## config.mk

```make
export PLATFORM = sky130hd
export DESIGN_NAME = fwfs_stats
export DESIGN_NICKNAME = d
export VERILOG_FILES = /design/src/rtl/fwfs_pkg.sv /design/src/rtl/fwfs_stats.sv
export SDC_FILE = /design/constraint.sdc
export NUM_CORES = 1
export LEC_CHECK = 0
export BUFFER_PORTS_ARGS = -buffer_cell sky130_fd_sc_hd__buf_2
export CORE_AREA = 8 8 117 119
export CTS_CLUSTER_DIAMETER = 80
export DETAILED_ROUTE_END_ITERATION = 8
export DIE_AREA = 0 0 125 127
export SYNTH_ARGS = -nofsm -noshare
export SYNTH_HDL_FRONTEND = slang
export SYNTH_SLANG_ARGS = --single-unit
```

## constraint.sdc

```tcl
create_clock -name clk_i -period 3.7 [get_ports clk_i]
set_input_delay 0.74 -clock clk_i [delete_from_list [all_inputs] [get_ports clk_i]]
set_output_delay 0.74 -clock clk_i [all_outputs]
set_load 0.005 [all_outputs]
```

## src/rtl/fwfs_pkg.sv

```systemverilog
package fwfs_pkg;

  localparam int unsigned Depth = 16;
  localparam int unsigned CntW  = $clog2(Depth + 1);
  localparam int unsigned DataW = 8;
  localparam int unsigned OpW   = 2;
  localparam int unsigned StW   = 2;
  localparam int unsigned FillW = 5;
  localparam int unsigned ReadW = 32;
  localparam int unsigned SumW  = 48;

  typedef enum logic [OpW-1:0] {
    OP_WRITE = 2'd0,
    OP_READ  = 2'd1,
    OP_CLEAR = 2'd2
  } op_e;

  typedef enum logic [StW-1:0] {
    ST_DONE  = 2'd0,
    ST_FULL  = 2'd1,
    ST_EMPTY = 2'd2
  } status_e;

  typedef struct packed {
    logic shift;
    logic load;
  } cell_ctrl_t;

  typedef struct packed {
    logic [FillW-1:0] max_fill;
    logic [ReadW-1:0] read_total;
    logic [SumW-1:0]  fill_sum;
  } stats_t;

endpackage

```

## src/rtl/fwfs_stats.sv

```systemverilog
module fwfs_stats import fwfs_pkg::*; (
  input  logic            clk_i,
  input  logic            rst_ni,
  input  logic            sample_i,
  input  logic [CntW-1:0] level_i,
  output stats_t          stats_o
);

  logic [FillW-1:0] peak_q, peak_d;
  logic [ReadW-1:0] reads_q, reads_d;
  logic [SumW-1:0]  sum_q, sum_d;
  logic [SumW:0]    sum_ext;

  assign sum_ext = {1'b0, sum_q} + {{(SumW + 1 - CntW){1'b0}}, level_i};

  always_comb begin
    peak_d  = peak_q;
    reads_d = reads_q;
    sum_d   = sum_q;
    if (sample_i) begin
      // saturate on carry out
      sum_d = sum_ext[SumW] ? {SumW{1'b1}} : sum_ext[SumW-1:0];
      if (FillW'(level_i) > peak_q) begin
        peak_d = FillW'(level_i);
      end
      if (reads_q != {ReadW{1'b1}}) begin
        reads_d = reads_q + ReadW'(1);
      end
    end
  end

  always_ff @(posedge clk_i or negedge rst_ni) begin
    if (!rst_ni) begin
      peak_q  <= '0;
      reads_q <= '0;
      sum_q   <= '0;
    end else begin
      peak_q  <= peak_d;
      reads_q <= reads_d;
      sum_q   <= sum_d;
    end
  end

  assign stats_o.max_fill   = peak_q;
  assign stats_o.read_total = reads_q;
  assign stats_o.fill_sum   = sum_q;

endmodule

```

After elaboration in Yosys (flattened, before gate mapping)
Index checks and enable logic that the tools add are counted.
{"block": "op_classes", "n_addsub": 2, "order_cmp": 1, "eq_ne": 1, "mux": 1, "n_reduce_logical": 2}
{"cell": "48-bit by 5-bit adder with 49-bit output", "count": 1}
{"cell": "48-bit 2-to-1 mux", "count": 1}
{"cell": "32-bit by 1-bit adder with 32-bit output, second input constant", "count": 1}
{"cell": "32-bit inequality test, second input constant", "count": 1}
{"cell": "5-bit > comparator", "count": 1}
{"cell": "2-bit AND reduction", "count": 2}
{"block": "word_totals", "regBits": 85, "in_bits": 8, "out_inout_bits": 85, "wordCells": 10}

Longest topological paths before layout
{"block": "logic_depth", "depth_word": 2, "mapped_depth": 8, "ltp_nobuf": 7}

Least setup slack after synthesis
Ideal clock, no wire load.
{"block": "synth_timing", "path_kind": "in2reg", "from": "in level_i[0]", "to": "reg sum_q[39]", "setup_time_ps": 142, "t_arrival_ps": 2393, "required_ps": 3558, "slack_ps": 1166, "cell_stages": 8, "path_buffers": 1, "cell_sequence": "ha_1 fa_1 a21oi_1 o22ai_2 and3_1 nand2_1 clkbuf_1 nand3_1"}
{"block": "synth_between", "elab_chain_cells": 2}
{"element": "start: declaration", "line_no": "fwfs_stats.sv:5", "rtl": "input logic [CntW-1:0] level_i,"}
{"element": "48-bit by 5-bit adder with 49-bit output", "line_no": "fwfs_stats.sv:14", "rtl": "assign sum_ext = {1'b0, sum_q} + {{(SumW + 1 - CntW){1'b0}}, level_i};"}
{"element": "48-bit 2-to-1 mux", "line_no": "fwfs_stats.sv:22", "rtl": "sum_d = sum_ext[SumW] ? {SumW{1'b1}} : sum_ext[SumW-1:0];"}
{"element": "end signal: assignment", "line_no": "fwfs_stats.sv:40", "rtl": "sum_q <= sum_d;"}
{"element": "end: declaration", "line_no": "fwfs_stats.sv:11", "rtl": "logic [SumW-1:0] sum_q, sum_d;"}
No other way between the ends.
A chain may end at the register's enable or synchronous reset.

Worst setup path after layout
{"block": "layout_timing", "from": "in level_i[0]", "to": "reg sum_q[43]"}
The elaborated chain is that of the path after synthesis.

==> key figures <==
Synth
  – FFs w/ async S/R, synth: 100%
  – Top cells by area, synth: dfrtp_1, xor2_1, nand3_1
  – Top FF cell, synth: dfrtp_1
  – Cells after Synth: 475
  – Mean Syn Cell Area: 9.72 um2
  – Most area-hungry cell type in the Yosys netlist: dfrtp_1
  – Post-synthesis register bit count: 85
  – Synth cell count leaders: dfrtp_1, nand2_1, nand3_1
  – Netlist Area Pre-Place: 4620 um2
  – Yosys warns: 0
  – Yosys cell types: 50
  – Seq/Total Area, Yosys: 46.1%
  – Yosys top cell area share: a little under half
  – Synth Net Count: 495
  – Top-count cell post-synth: dfrtp_1
  – Number of synthesized flops with an enable pin: 0

Power
  – Clock share of power: a little over a third
  – Sequential power share: 40.9%
  – Tot Pwr: 0.00300 W
  – Switching power: 0.000912 W
  – PD cells: between 500 and 600 nW/um2
  – Pint: 0.00209 W
  – Switching part of the total: 30.4%
  – Leakage Power: around 2.7 nW
  – Peak VDD IR: 0.359 mV
  – Logic pwr share: 24.4%

Setup path
  – Crit Path Max Fanout: 18
  – Critical path type: primary input to flop
  – Data arrival, critical path: 3.00 ns
  – R2R cell count: 7
  – Worst path top cell family by delay: compound AO/OA/AOI/OAI gates
  – Reg2reg setup slack: 1.06 ns
  – Critical Path Start Type: primary input
  – WP buf/inv: 1
  – Highest-delay cell along the critical path: o22ai_2
  – Req. time, crit path: 3.96 ns
  – FF-to-FF End: sum_q[43]
  – CP cell instances: buf_2 -> ha_1 -> fa_1 -> a21oi_1 -> o22ai_2 -> nor4bb_1 -> nand3_1 -> o21ai_1
  – FF-to-FF Start: sum_q[0]
  – Setup crit end kind: flop
  – CP max stage delay: a little under 0.7 ns

Placed design
  – Port bufs: 92
  – GP Congestion: about 0.8
  – DP HPWL: 8560 um

Global route
  – Global Route Usage Sum: 15.0%
  – Largest net degree at the start of global routing: 37
  – Initial antenna violation count: 0
  – Leftover overflow at the end of global routing: 0
  – First-pass GRT wire length: around 20000 um
  – Vias in the first global route: 4099

Clocking
  – Inserted Clock Buffers: 9
  – Setup Fix Bufs, Post-CTS: 0
  – CTS clk-pin slew, worst paths: 0.06 ns
  – Hold buffer count at CTS: 0
  – Max clock buf depth: 2
  – H-tree level count: 3
  – CTS tree: built
  – Clock tree sinks: 85
  – CTS Root Cell: clkbuf_16
  – Post_cts resized: 0
  – Skew-Pair Late Insertion Delay: 0.33 ns

Flow run
  – Maxcap violations: 0

Detailed routing
  – WL/cell: 16.3 um
  – Routed Antenna Nets: 0
  – Initial DRC count: 306
  – Vias: 3955
  – Drt drc: 0
  – DRT Wirelength: 11800 um
  – TritonRoute pass-1 iters: 4
  – Via/cell ratio: 5.46

Timing
  – Tmin final: 2.74 ns
  – Hold Vio Cnt, Final: 0
  – Slew headroom: 45.6%
  – Measured slew at the worst slew-check pin: 0.815 ns
  – Min Hold Slack: ~0.37 ns
  – RSZ-0062 raised after global routing: no
  – Setup TNS: 0 ns
  – Setup violators final: 0
  – Fin. max-slew vios: 0
  – Final period util: around three quarters
  – Fmax: 365 MHz
  – Final setup skew: a little under 0.005 ns

Cells and area
  – Antenna Cells: 0
  – Nets: 592
  – Area Overhead vs Synth: 21.2%
  – Share of layout cells above drive strength 1: 24.1%

Run status
  – Outcome: complete, no violations

Floorplan
  – Core box area: roughly 12000 um2
  – Starting Density: 39.1%
  – I/O pins: 93
  – Die area: 15900 um2
  – Die H: 127 um
  – Num rows: 40
  – Die X: 125 um

Hold path
  – Class of the worst hold path: primary input to async pin
## registers in the layout (all words and copies together) (netlist names)
| register | cells |
|---|---|
| sum_q | 48 |
| peak_q | 5 |
| reads_q | 32 |
## worst max-delay path by stage
stage / slack [ns] / start / to / depth (start not counted)
finish: 0.96 / level_i[0] / sum_q[43] / 8
global route: 0.78 / level_i[0] / sum_q[27] / 9
CTS: 0.98 / level_i[0] / sum_q[27] / 9
detailed placement: 0.62 / level_i[0] / sum_q[36] / 9
global placement: 0.70 / level_i[0] / sum_q[27] / 9
floorplan: 1.17 / level_i[0] / sum_q[39] / 8
## placed cells by master, fill, tap and decap left out, types with 4 or more instances in the layout
| master | netlist | routed |
|---|---|---|
| nand3_1 | 48 | 48 |
| nor4_1 | 4 | 4 |
| nand2_1 | 56 | 56 |
| a21oi_1 | 13 | 13 |
| and3_1 | 13 | 13 |
| mux2_1 | 5 | 5 |
| or3_1 | 11 | 11 |
| clkbuf_16 | 0 | 9 |
| mux2_2 | 5 | 5 |
| dfrtp_1 | 85 | 85 |
| o21ai_1 | 6 | 6 |
| buf_4 | 0 | 10 |
| nand4_1 | 31 | 31 |
| o21ai_0 | 11 | 11 |
| xnor2_1 | 23 | 23 |
| ha_1 | 11 | 11 |
| xor2_1 | 28 | 28 |
| inv_1 | 15 | 15 |
| nor2_1 | 27 | 27 |
| buf_2 | 6 | 91 |
| or4_1 | 5 | 5 |
| nor3_1 | 12 | 12 |
## stage by stage
step | area [um2] | worst slack (ns) | instances | util, %
global placement | 5250 | 0.703 | 708 | 44.5
CTS | 5590 | 0.977 | 724 | 47.4
finish | 5590 | 0.958 | 724 | 47.4
detailed placement | 5250 | 0.625 | 708 | 44.5
floorplan | 4620 | 1.17 | 475 | -
global route | 5590 | 0.783 | 724 | 47.4
## layer usage
layer / GRT usage [%] / wire length, um / vias to the layer above / share of wire [%]
li1: - / - / 1906 / -
met1: 17.5 / 5260 / 1937 / 45
met2: 26.4 / 5700 / 99 / 48
met3: 4.45 / 674 / 13 / 5.7
met4: 4.01 / 133 / 0 / 1.1
met5: 0 / 0 / - / 0
## final cells by class
cell class              count  area [um2]
inverters                  15        56.3
repair buffers            101         531
fillers                  1168        6220
clock buffers              12         246
well taps                 147         184
multi-input cells         360        2350
clock inverters             4        95.1
flip-flops and latches     85        2130
## cells by family (layout without fill, tap and decap cells)
group | after synthesis | count (layout) | share of synthesized area (%)
AOI/OAI and AO/OA | 50 | 50 | 6.91
xor gates and xnor gates | 52 | 52 | 10.0
adders and majority gates | 12 | 12 | 3.42
buffers and inverters | 30 | 132 | 2.93
DFF | 85 | 85 | 46.1
muxes | 13 | 13 | 3.09
and+or+nand+nor | 233 | 233 | 27.5
## power by group through the flow
stage               logic, W  clock network [W]  registers [W]
finish              0.000733            0.00104        0.00123
CTS                 0.000750            0.00107        0.00123
global placement    0.000733                  0        0.00123
floorplan           0.000453                  0        0.00123
detailed placement  0.000746                  0        0.00124
global route        0.000840            0.00110        0.00125
(Power assumes the default switching activity.)
