[src/rtl/fwfs_pkg.sv]
package fwfs_pkg;

  localparam int unsigned Depth = 16;
  localparam int unsigned CntW  = $clog2(Depth + 1);
  localparam int unsigned DataW = 8;
  localparam int unsigned OpW   = 2;
  localparam int unsigned StW   = 2;
  localparam int unsigned FillW = 5;
  localparam int unsigned ReadW = 32;
  localparam int unsigned SumW  = 48;

  typedef enum logic [OpW-1:0] {
    OP_WRITE = 2'd0,
    OP_READ  = 2'd1,
    OP_CLEAR = 2'd2
  } op_e;

  typedef enum logic [StW-1:0] {
    ST_DONE  = 2'd0,
    ST_FULL  = 2'd1,
    ST_EMPTY = 2'd2
  } status_e;

  typedef struct packed {
    logic shift;
    logic load;
  } cell_ctrl_t;

  typedef struct packed {
    logic [FillW-1:0] max_fill;
    logic [ReadW-1:0] read_total;
    logic [SumW-1:0]  fill_sum;
  } stats_t;

endpackage

[src/rtl/fwfs_cell.sv]
module fwfs_cell import fwfs_pkg::*; (
  input  logic             clk_i,
  input  cell_ctrl_t       ctrl_i,
  input  logic [DataW-1:0] next_data_i,
  input  logic [DataW-1:0] write_data_i,
  output logic [DataW-1:0] data_o
);

  logic [DataW-1:0] data_q;
  logic [DataW-1:0] data_d;

  always_comb begin
    data_d = data_q;
    if (ctrl_i.shift) begin
      data_d = next_data_i;
    end else if (ctrl_i.load) begin
      data_d = write_data_i;
    end
  end

  always_ff @(posedge clk_i) begin
    data_q <= data_d;
  end

  assign data_o = data_q;

endmodule

[config.mk]
export PLATFORM = sky130hd
export DESIGN_NAME = fwfs_cell
export DESIGN_NICKNAME = d
export VERILOG_FILES = /design/src/rtl/fwfs_pkg.sv /design/src/rtl/fwfs_cell.sv
export SDC_FILE = /design/constraint.sdc
export NUM_CORES = 1
export LEC_CHECK = 0
export CAP_MARGIN = 20
export CORE_AREA = 4 4 41 43
export DETAILED_ROUTE_END_ITERATION = 7
export DIE_AREA = 0 0 45 47
export DONT_BUFFER_PORTS = 1
export SYNTH_ARGS = -nofsm -noshare
export SYNTH_HDL_FRONTEND = slang
export SYNTH_SLANG_ARGS = --single-unit
[constraint.sdc]
create_clock -name clk_i -period 1 [get_ports clk_i]
set_input_delay 0.1 -clock clk_i [delete_from_list [all_inputs] [get_ports clk_i]]
set_output_delay 0.1 -clock clk_i [all_outputs]
set_load 0.01 [all_outputs]
=== Word-level counts from Yosys, hierarchy flattened ===
Index checks and enable logic that the tools add are counted.

* Output and inout bits: 8
* Bits in latches: 0
* Register bits after elaboration: 8
* Bits of input ports: 19
* Memory bits (writable): 0
* Word-level logic and storage cells: 4
* Memories: 0
* ROM bits: 0

* $lt $le $gt $ge: 0
* $mul: 0
* Add/subtract/negate cells: 0
* Divide/modulo/power cells: 0
* Multiplexer cells: 2
* Eq/ne operators: 0
* Shift-type cells: 0
* Bitwise gates (word level): 0
* Reduce and logical (&&, ||, !) cells: 1

{| class="wikitable"
|+ Operator list
! operator !! number
|-
| 2-to-1 mux 8 bit || 2
|-
| nonzero test 2 bit || 1
|}

=== Longest topological paths before layout ===
Gate-level depths: netlist (run 1).

* Depth in word-level cells: 2
* Depth in mapped cells: 2

=== Worst setup path after synthesis (run 1) ===
No wires, ideal clock.

* Path kind: input-to-reg
* From: input ctrl_i[1] in the netlist's numbering
* To: register data_q[0] (netlist: data_o[0]) (enable)
* Path slack: 0.166 ns
* Data required time: 0.717 ns
* Stages: 2
* Library setup time: 0.283 ns
* Arrival: 0.551 ns
* Path through: buf_6 or2_1

* Longest elaborated chain between the ends: 1

{| class="wikitable"
|+ Ends and longest elaborated chain
! item !! line !! RTL
|-
| from (decl) || fwfs_cell.sv:3 || <nowiki>input cell_ctrl_t ctrl_i,</nowiki>
|-
| nonzero test 2 bit (no source line) || -- ||
|-
| to (signal assigned) || fwfs_cell.sv:22 || <nowiki>data_q <= data_d;</nowiki>
|-
| to (decl) || fwfs_cell.sv:9 || <nowiki>logic [DataW-1:0] data_q;</nowiki>
|}

No other way between the ends.
A chain may end at the register's enable or synchronous reset.

=== Worst setup path after layout (run 1) ===
* From: register data_q[6] (netlist: data_o[6])
* To: output data_o[6]

{| class="wikitable"
|+ RTL lines
! item !! line !! RTL
|-
| to (decl) || fwfs_cell.sv:6 || <nowiki>output logic [DataW-1:0] data_o</nowiki>
|}

No word-level cell between the ends.

==> results.toml, run 1 <==
[route]
ant_nets = 0
drt-total-wl_um = 596
route.vias.total = 168
drc = 0
vias_per_cell = 4.800
drt_first_pass_iters = 1
first_iter_violations = 0
drt-wirelength-per-cell_um = 17.03

[yosys]
synth-seq-cells = 8
yosysWarnings = 0
yosysTopAreaCellShare_pct = 63.58
synth_area_leader_cell = "edfxtp_1"
seq_area_frac_synth_pct = 63.58
synth_fp_nets = 37
syn_area_um2 = 377.9
synth_cell_types = 4
syn_avg_cell_area_um2 = 20.99
synth_cells = 18
synth.area.top_cells = "edfxtp_1, mux2_4, buf_6"

[worst_hold_path]
min_to = "data_o[0]"
min_path_type = "in2reg"
worstHoldPathCells = 1
hp-start = "next_data_i[0]"

[clock_network]
cts_resized = 0
cts_tree = "done"
cts_setup_buffers = 0
clkTransAtPathRegs_ns = 0.05
cts_root_buf = "clkbuf_4"
cts.path.max_buffers = 2
cts_buffers = 3
clock_sinks = 8
postCtsHoldBufs = 0
htreeDepth = 1

[layout]
seqCellArea_um2 = 240.2
fillers = 143
fin_util_pct = 31.35
diodes = 0
multi_input_area_um2 = 126.4
fin_area_um2 = 407.9
largest_reg_flops = 8
layout-drive-gt1-share_pct = 55.00
syn_to_final_growth_pct = 7.947
final_nets = 41

[floorplanning]
start_util_pct = 29.04
core_mm2 = 0.001301
num_rows = 13
io_pins = 27
die_area_mm2 = 0.002115
die_height_um = 47
die_w_um = 45

[grt]
antenna_found_initial = 0
overflow = 0
grt_pass1_vias = 188
grt_first_pass_wirelength_um = 759
track_usage_pct = 5.906
grt_max_degree = 10

[worst_setup_path]
startpoint = "data_o[6]"
critical_path_required_ns = 0.90
arrival_ns = 0.68
endpoint_kind = "primary output"
cp_max_fo = 1
crit_type = "reg2out"
start_kind = "register"

[outcome]
status = "complete, no violations"

[flow_run]
cap_violations = 0

[sta]
tns_ns = 0
hold_viol = 0
maxSlewHeadroom_pct = 78.59
worst_pin_slew_ns = 0.3212
timing.final.crit_share_pct = 77.63
fmax_ghz = 1.288
fin_crit_ns = 0.7763
setup_violations = 0
rsz0062_at_grt = "false"
slew_viol_final = 0

[power_and_ir_drop]
power.density_mw_per_mm2 = 1802
clkPwrFrac_pct = 32.2
switchingPower_w = 0.0001437
max-vdd-ir-drop_mv = 0.4583
p_int_w = 0.0005912
seqPwrFrac_pct = 60.9
comb_power_share_pct = 6.9
switching_share_pct = 19.56
cellLeakagePower_nw = 0.1628

[place]
routabilityCongestion = 0.5960
port_buffers = 0
postPlaceCellArea_um2 = 385.4
-- Yosys cell counts (all sizes together) --
cell type / instances
edfxtp: 8
or2: 1
mux2: 8
buf: 1
-- power by group through the flow --
stage | sequential (W) | combinational, W | clock, W
global route | 0.000452 | 0.0000527 | 0.000251
global placement | 0.000455 | 0.0000506 | 0
floorplan | 0.000449 | 0.0000579 | 0
CTS | 0.000450 | 0.0000515 | 0.000244
finish | 0.000448 | 0.0000504 | 0.000237
detailed placement | 0.000456 | 0.0000515 | 0
-- routing by layer --
metal | vias up | routed length (µm) | GRT usage, % | share of wire [%]
li1 | 73 | - | - | -
met1 | 74 | 219 | 4.684 | 37
met2 | 17 | 306 | 8.757 | 51
met3 | 4 | 32 | 0.7663 | 5.4
met4 | 0 | 36 | 12.28 | 6.0
met5 | - | 0 | 0 | 0
-- kinds of logic after synthesis --
group / synth area share (%)
and+or+nand+nor: 1.657
muxes: 31.79
DFF: 63.58
buffers and inverters: 2.980
-- layout make-up --
| type | instances | share of cell area (%) |
|---|---|---|
| sequential | 8 | 58.90 |
| tap | 15 | 4.601 |
| multi-input combinational | 9 | 30.98 |
| clock buffer | 3 | 5.521 |
-- cells in the final DEF, fill, tap and decap left out --
cell type,count
or2_1,1
edfxtp_1,8
mux2_4,8
clkbuf_4,3
-- worst max path at each step --
stage | to | cells past startpoint | slack [ns]
global route | data_o[6] | 0 | 0.20
floorplan | data_o[0] | 2 | 0.17
finish | data_o[6] | 0 | 0.22
detailed placement | data_o[7] | 1 | 0.26
CTS | data_o[6] | 0 | 0.21
global placement | data_o[7] | 1 | 0.27
-- per-stage QoR --
| stage | worst slack (ns) | power [W] | cells | hold slack (ns) |
|---|---|---|---|---|
| floorplan | 0.1660 | 0.0005070 | 18 | 0.3175 |
| global placement | 0.2742 | 0.0005058 | 32 | 0.3212 |
| detailed placement | 0.2597 | 0.0005076 | 32 | 0.3196 |
| CTS | 0.2099 | 0.0007456 | 35 | 0.05611 |
| global route | 0.2000 | 0.0007560 | 35 | 0.05548 |
| finish | 0.2237 | 0.0007349 | 35 | 0.06260 |
(Power assumes the default switching activity.)
==> run 2: changes to the inputs <==
clock period = 0.8 ns   (was 1 ns; I/O delays follow)
==> run 2 against run 1 <==
Worst setup slack worse by 0.18 ns; critical path depth did not move; clock power rose by 26%; first-iteration DRC count is the same; largest power group unchanged; utilization up 0.19 points; combinational power grew 29%; cell count stayed put; largest cell class unchanged; sequential cell count is the same; via count rose by 2.4%; non-clock buffer count stayed put; design area up 0.61%; die area did not move.
==> results.toml, run 2 (same netlist as run 1, synthesis figures left out) <==
[flow_run]
cap_violations = 0

[floorplanning]
die_w_um = 45
die_height_um = 47
core_mm2 = 0.001301
io_pins = 27
num_rows = 13
start_util_pct = 29.04
die_area_mm2 = 0.002115

[place]
routabilityCongestion = 0.6285
port_buffers = 0
dp.cells = 32

[clock_network]
cts_tree = "done"
cts.path.max_buffers = 2
postCtsHoldBufs = 0
htreeDepth = 1
clkTransAtPathRegs_ns = 0.05
cts_buffers = 3
cts_resized = 0
cts_root_buf = "clkbuf_4"
cts_setup_buffers = 0
clock_sinks = 8

[route]
drc = 0
vias_per_cell = 4.914
drt_first_pass_iters = 1
first_iter_violations = 0
drt-total-wl_um = 653
drt-wirelength-per-cell_um = 18.66
ant_nets = 0
route.vias.total = 172

[grt]
grt_pass1_vias = 203
antenna_found_initial = 0
grt_first_pass_wirelength_mm = 1.000
overflow = 0
grt_max_degree = 10
track_usage_pct = 7.674

[sta]
slew_viol_final = 0
hold_viol = 0
fin_crit_ns = 0.7566
timing.final.crit_share_pct = 94.57
rsz0062_at_grt = "false"
tns_ns = 0
maxSlewHeadroom_pct = 91.16
worst_pin_slew_ns = 0.1329
fmax_ghz = 1.322
setup_violations = 0
hold-worst-slack_ns = 0.04194

[power_and_ir_drop]
max-vdd-ir-drop_mv = 0.5793
p_int_w = 0.0007412
seqPwrFrac_pct = 60.6
power.density_mw_per_mm2 = 2250
switching_share_pct = 19.74
switchingPower_w = 0.0001823
cellLeakagePower_nw = 0.1643
comb_power_share_pct = 7.1
clkPwrFrac_pct = 32.3

[worst_setup_path]
critical_path_required_ns = 0.72
arrival_ns = 0.68
endpoint_kind = "primary output"
cp_max_fo = 1
crit_type = "reg2out"
cp.depth = 0
start_kind = "register"

[layout]
syn_to_final_growth_pct = 8.609
largest_reg_flops = 8
final_nets = 41
layout-drive-gt1-share_pct = 60.00
fin_cells = 35
seqCellArea_um2 = 240.2
fillers = 138
final_cell_mix = "mux2_4, edfxtp_1, clkbuf_4"
diodes = 0
multi_input_area_um2 = 128.9

[worst_hold_path]
worstHoldPathCells = 1
min_path_type = "in2reg"

[outcome]
status = "complete, no violations"
==> run 2: cell counts in the layout (fill, tap and decap cells not counted) <==
Identical to the previous run, type by type.
==> run 2: layer usage <==
| metal | vias up | track usage, % | wire length [µm] |
|---|---|---|---|
| li1 | 76 | - | - |
| met1 | 75 | 5.412 | 206 |
| met2 | 17 | 11.30 | 338 |
| met3 | 4 | 4.598 | 69 |
| met4 | 0 | 12.28 | 39 |
| met5 | - | 0 | 0 |
==> run 2: area by class of cell <==
class                      instances  share of cell area, %
clock buffer                       3                  5.488
sequential                         8                  58.54
multi-input combinational          9                  31.40
tap                               15                  4.573
==> run 2: power by group through the flow <==
| stage | clock [W] | combinational, W | sequential (W) |
|---|---|---|---|
| after global routing | 0.000337 | 0.0000682 | 0.000567 |
| after detailed placement | 0 | 0.0000663 | 0.000571 |
| final | 0.000298 | 0.0000652 | 0.000560 |
| after CTS | 0.000310 | 0.0000663 | 0.000563 |
| after global placement | 0 | 0.0000655 | 0.000570 |
| after floorplan | 0 | 0.0000748 | 0.000561 |
==> run 2: stage by stage <==
step | area [µm²] | util [%] | power (W) | setup WS [ns]
4_1_cts | 410.4 | 31.54 | 0.0009391 | 0.02832
2_1_floorplan | 380.4 | - | 0.0006361 | 0.03887
5_1_grt | 410.4 | 31.54 | 0.0009716 | 0.01114
3_5_place_dp | 387.9 | 29.81 | 0.0006374 | 0.1774
3_3_place_gp | 387.9 | 29.81 | 0.0006350 | 0.1843
6_report | 410.4 | 31.54 | 0.0009235 | 0.04342
==> run 2: worst paths after layout <==
path                       start        end  slack, ns
setup / recovery       data_o[0]  data_o[0]       0.04
hold / removal    next_data_i[2]  data_o[2]       0.04
==> run 3: changes to the inputs <==
CELL_PAD_IN_SITES_DETAIL_PLACEMENT = 1   (was default)
CELL_PAD_IN_SITES_GLOBAL_PLACEMENT = 2   (was default)
PLACE_DENSITY_LB_ADDON = 0.1   (was default)
==> run 3 against run 2 <==
Utilization is the same; sequential power is essentially flat; global-route usage shrank 0.56 points; count of clock-buffer cells in the layout is the same; design area is the same; critical endpoint is now data_o[6]; highest routed layer unchanged.
==> results.toml, run 3 (same netlist as run 1, synthesis figures left out) <==
[clock_network]
cts_setup_buffers = 0
htreeDepth = 1
postCtsHoldBufs = 0
cts_resized = 0
cts.path.max_buffers = 2
cts_buffers = 3
clock_sinks = 8
clkTransAtPathRegs_ns = 0.05
cts_tree = "done"
cts_root_buf = "clkbuf_4"

[layout]
final_cell_mix = "mux2_4, edfxtp_1, clkbuf_4"
seqCellArea_um2 = 240.2
multi_input_area_um2 = 128.9
diodes = 0
layout-drive-gt1-share_pct = 60.00
final_nets = 41
fin_util_pct = 31.54
syn_to_final_growth_pct = 8.609
largest_reg_flops = 8
fillers = 138

[power_and_ir_drop]
power.density_mw_per_mm2 = 2231
max-vdd-ir-drop_mv = 0.4846
cellLeakagePower_nw = 0.1643
seqPwrFrac_pct = 61.3
comb_power_share_pct = 7.3
switching_share_pct = 19.05
p_int_w = 0.0007411
clkPwrFrac_pct = 31.4
switchingPower_w = 0.0001744

[floorplanning]
io_pins = 27
die_w_um = 45
die_area_mm2 = 0.002115
num_rows = 13
core_mm2 = 0.001301
start_util_pct = 29.04
die_height_um = 47

[grt]
antenna_found_initial = 0
overflow = 0
grt_pass1_vias = 218
grt_first_pass_wirelength_um = 903
track_usage_pct = 7.114
grt_max_degree = 10

[route]
drt-wirelength-per-cell_um = 18.11
ant_nets = 0
vias_per_cell = 4.771
drc = 0
first_iter_violations = 2
drt_first_pass_iters = 2
route.vias.total = 167
drt-total-wl_um = 634

[sta]
setup_violations = 0
tns_ns = 0
hold-worst-slack_ns = 0.04819
timing.final.crit_share_pct = 93.85
fmax_ghz = 1.332
worst_pin_slew_ns = 0.1303
slew_viol_final = 0
hold_viol = 0
rsz0062_at_grt = "false"
worst_slack_ns = 0.04922
maxSlewHeadroom_pct = 91.33
fin_crit_ns = 0.7508

[place]
pre_cts_ws_ns = 0.1752
routabilityCongestion = 0.6094
port_buffers = 0

[worst_hold_path]
min_path_type = "in2reg"
worstHoldPathCells = 1

[outcome]
status = "complete, no violations"

[worst_setup_path]
crit_type = "reg2out"
arrival_ns = 0.67
cp_max_fo = 1
cp.depth = 0
critical_path_required_ns = 0.72
endpoint_kind = "primary output"
start_kind = "register"

[flow_run]
cap_violations = 0
-- run 3: worst paths after layout --
| kind | start | end | slack, ns |
|---|---|---|---|
| setup / recovery | data_o[6] | data_o[6] | 0.05 |
| hold / removal | next_data_i[5] | data_o[5] | 0.05 |
-- run 3: power by group through the flow --
stage	logic [W]	clock network, W	registers, W
after CTS	0.0000682	0.000306	0.000563
after global placement	0.0000668	0	0.000570
after floorplan	0.0000748	0	0.000561
final	0.0000668	0.000288	0.000561
after global routing	0.0000714	0.000332	0.000567
after detailed placement	0.0000682	0	0.000571
-- run 3: stage by stage --
step	instance area (µm²)	std cells	power (W)
after floorplan	380.4	18	0.0006361
after global placement	387.9	32	0.0006366
after detailed placement	387.9	32	0.0006391
after CTS	410.4	35	0.0009374
after global routing	410.4	35	0.0009703
final	410.4	35	0.0009155
-- run 3: routing by layer --
metal  track usage, %  part of all wire, %  vias to the layer above
met5                0                    0                        -
met4            14.04                  4.4                        0
met3            3.448                   19                        4
met2            7.910                   43                       21
met1            6.588                   34                       69
li1                 -                    -                       73
-- run 3: final cells by class --
type                    count  share of cell area, %
flip-flops and latches      8                  58.54
clock buffers               3                  5.488
well taps                  15                  4.573
multi-input cells           9                  31.40
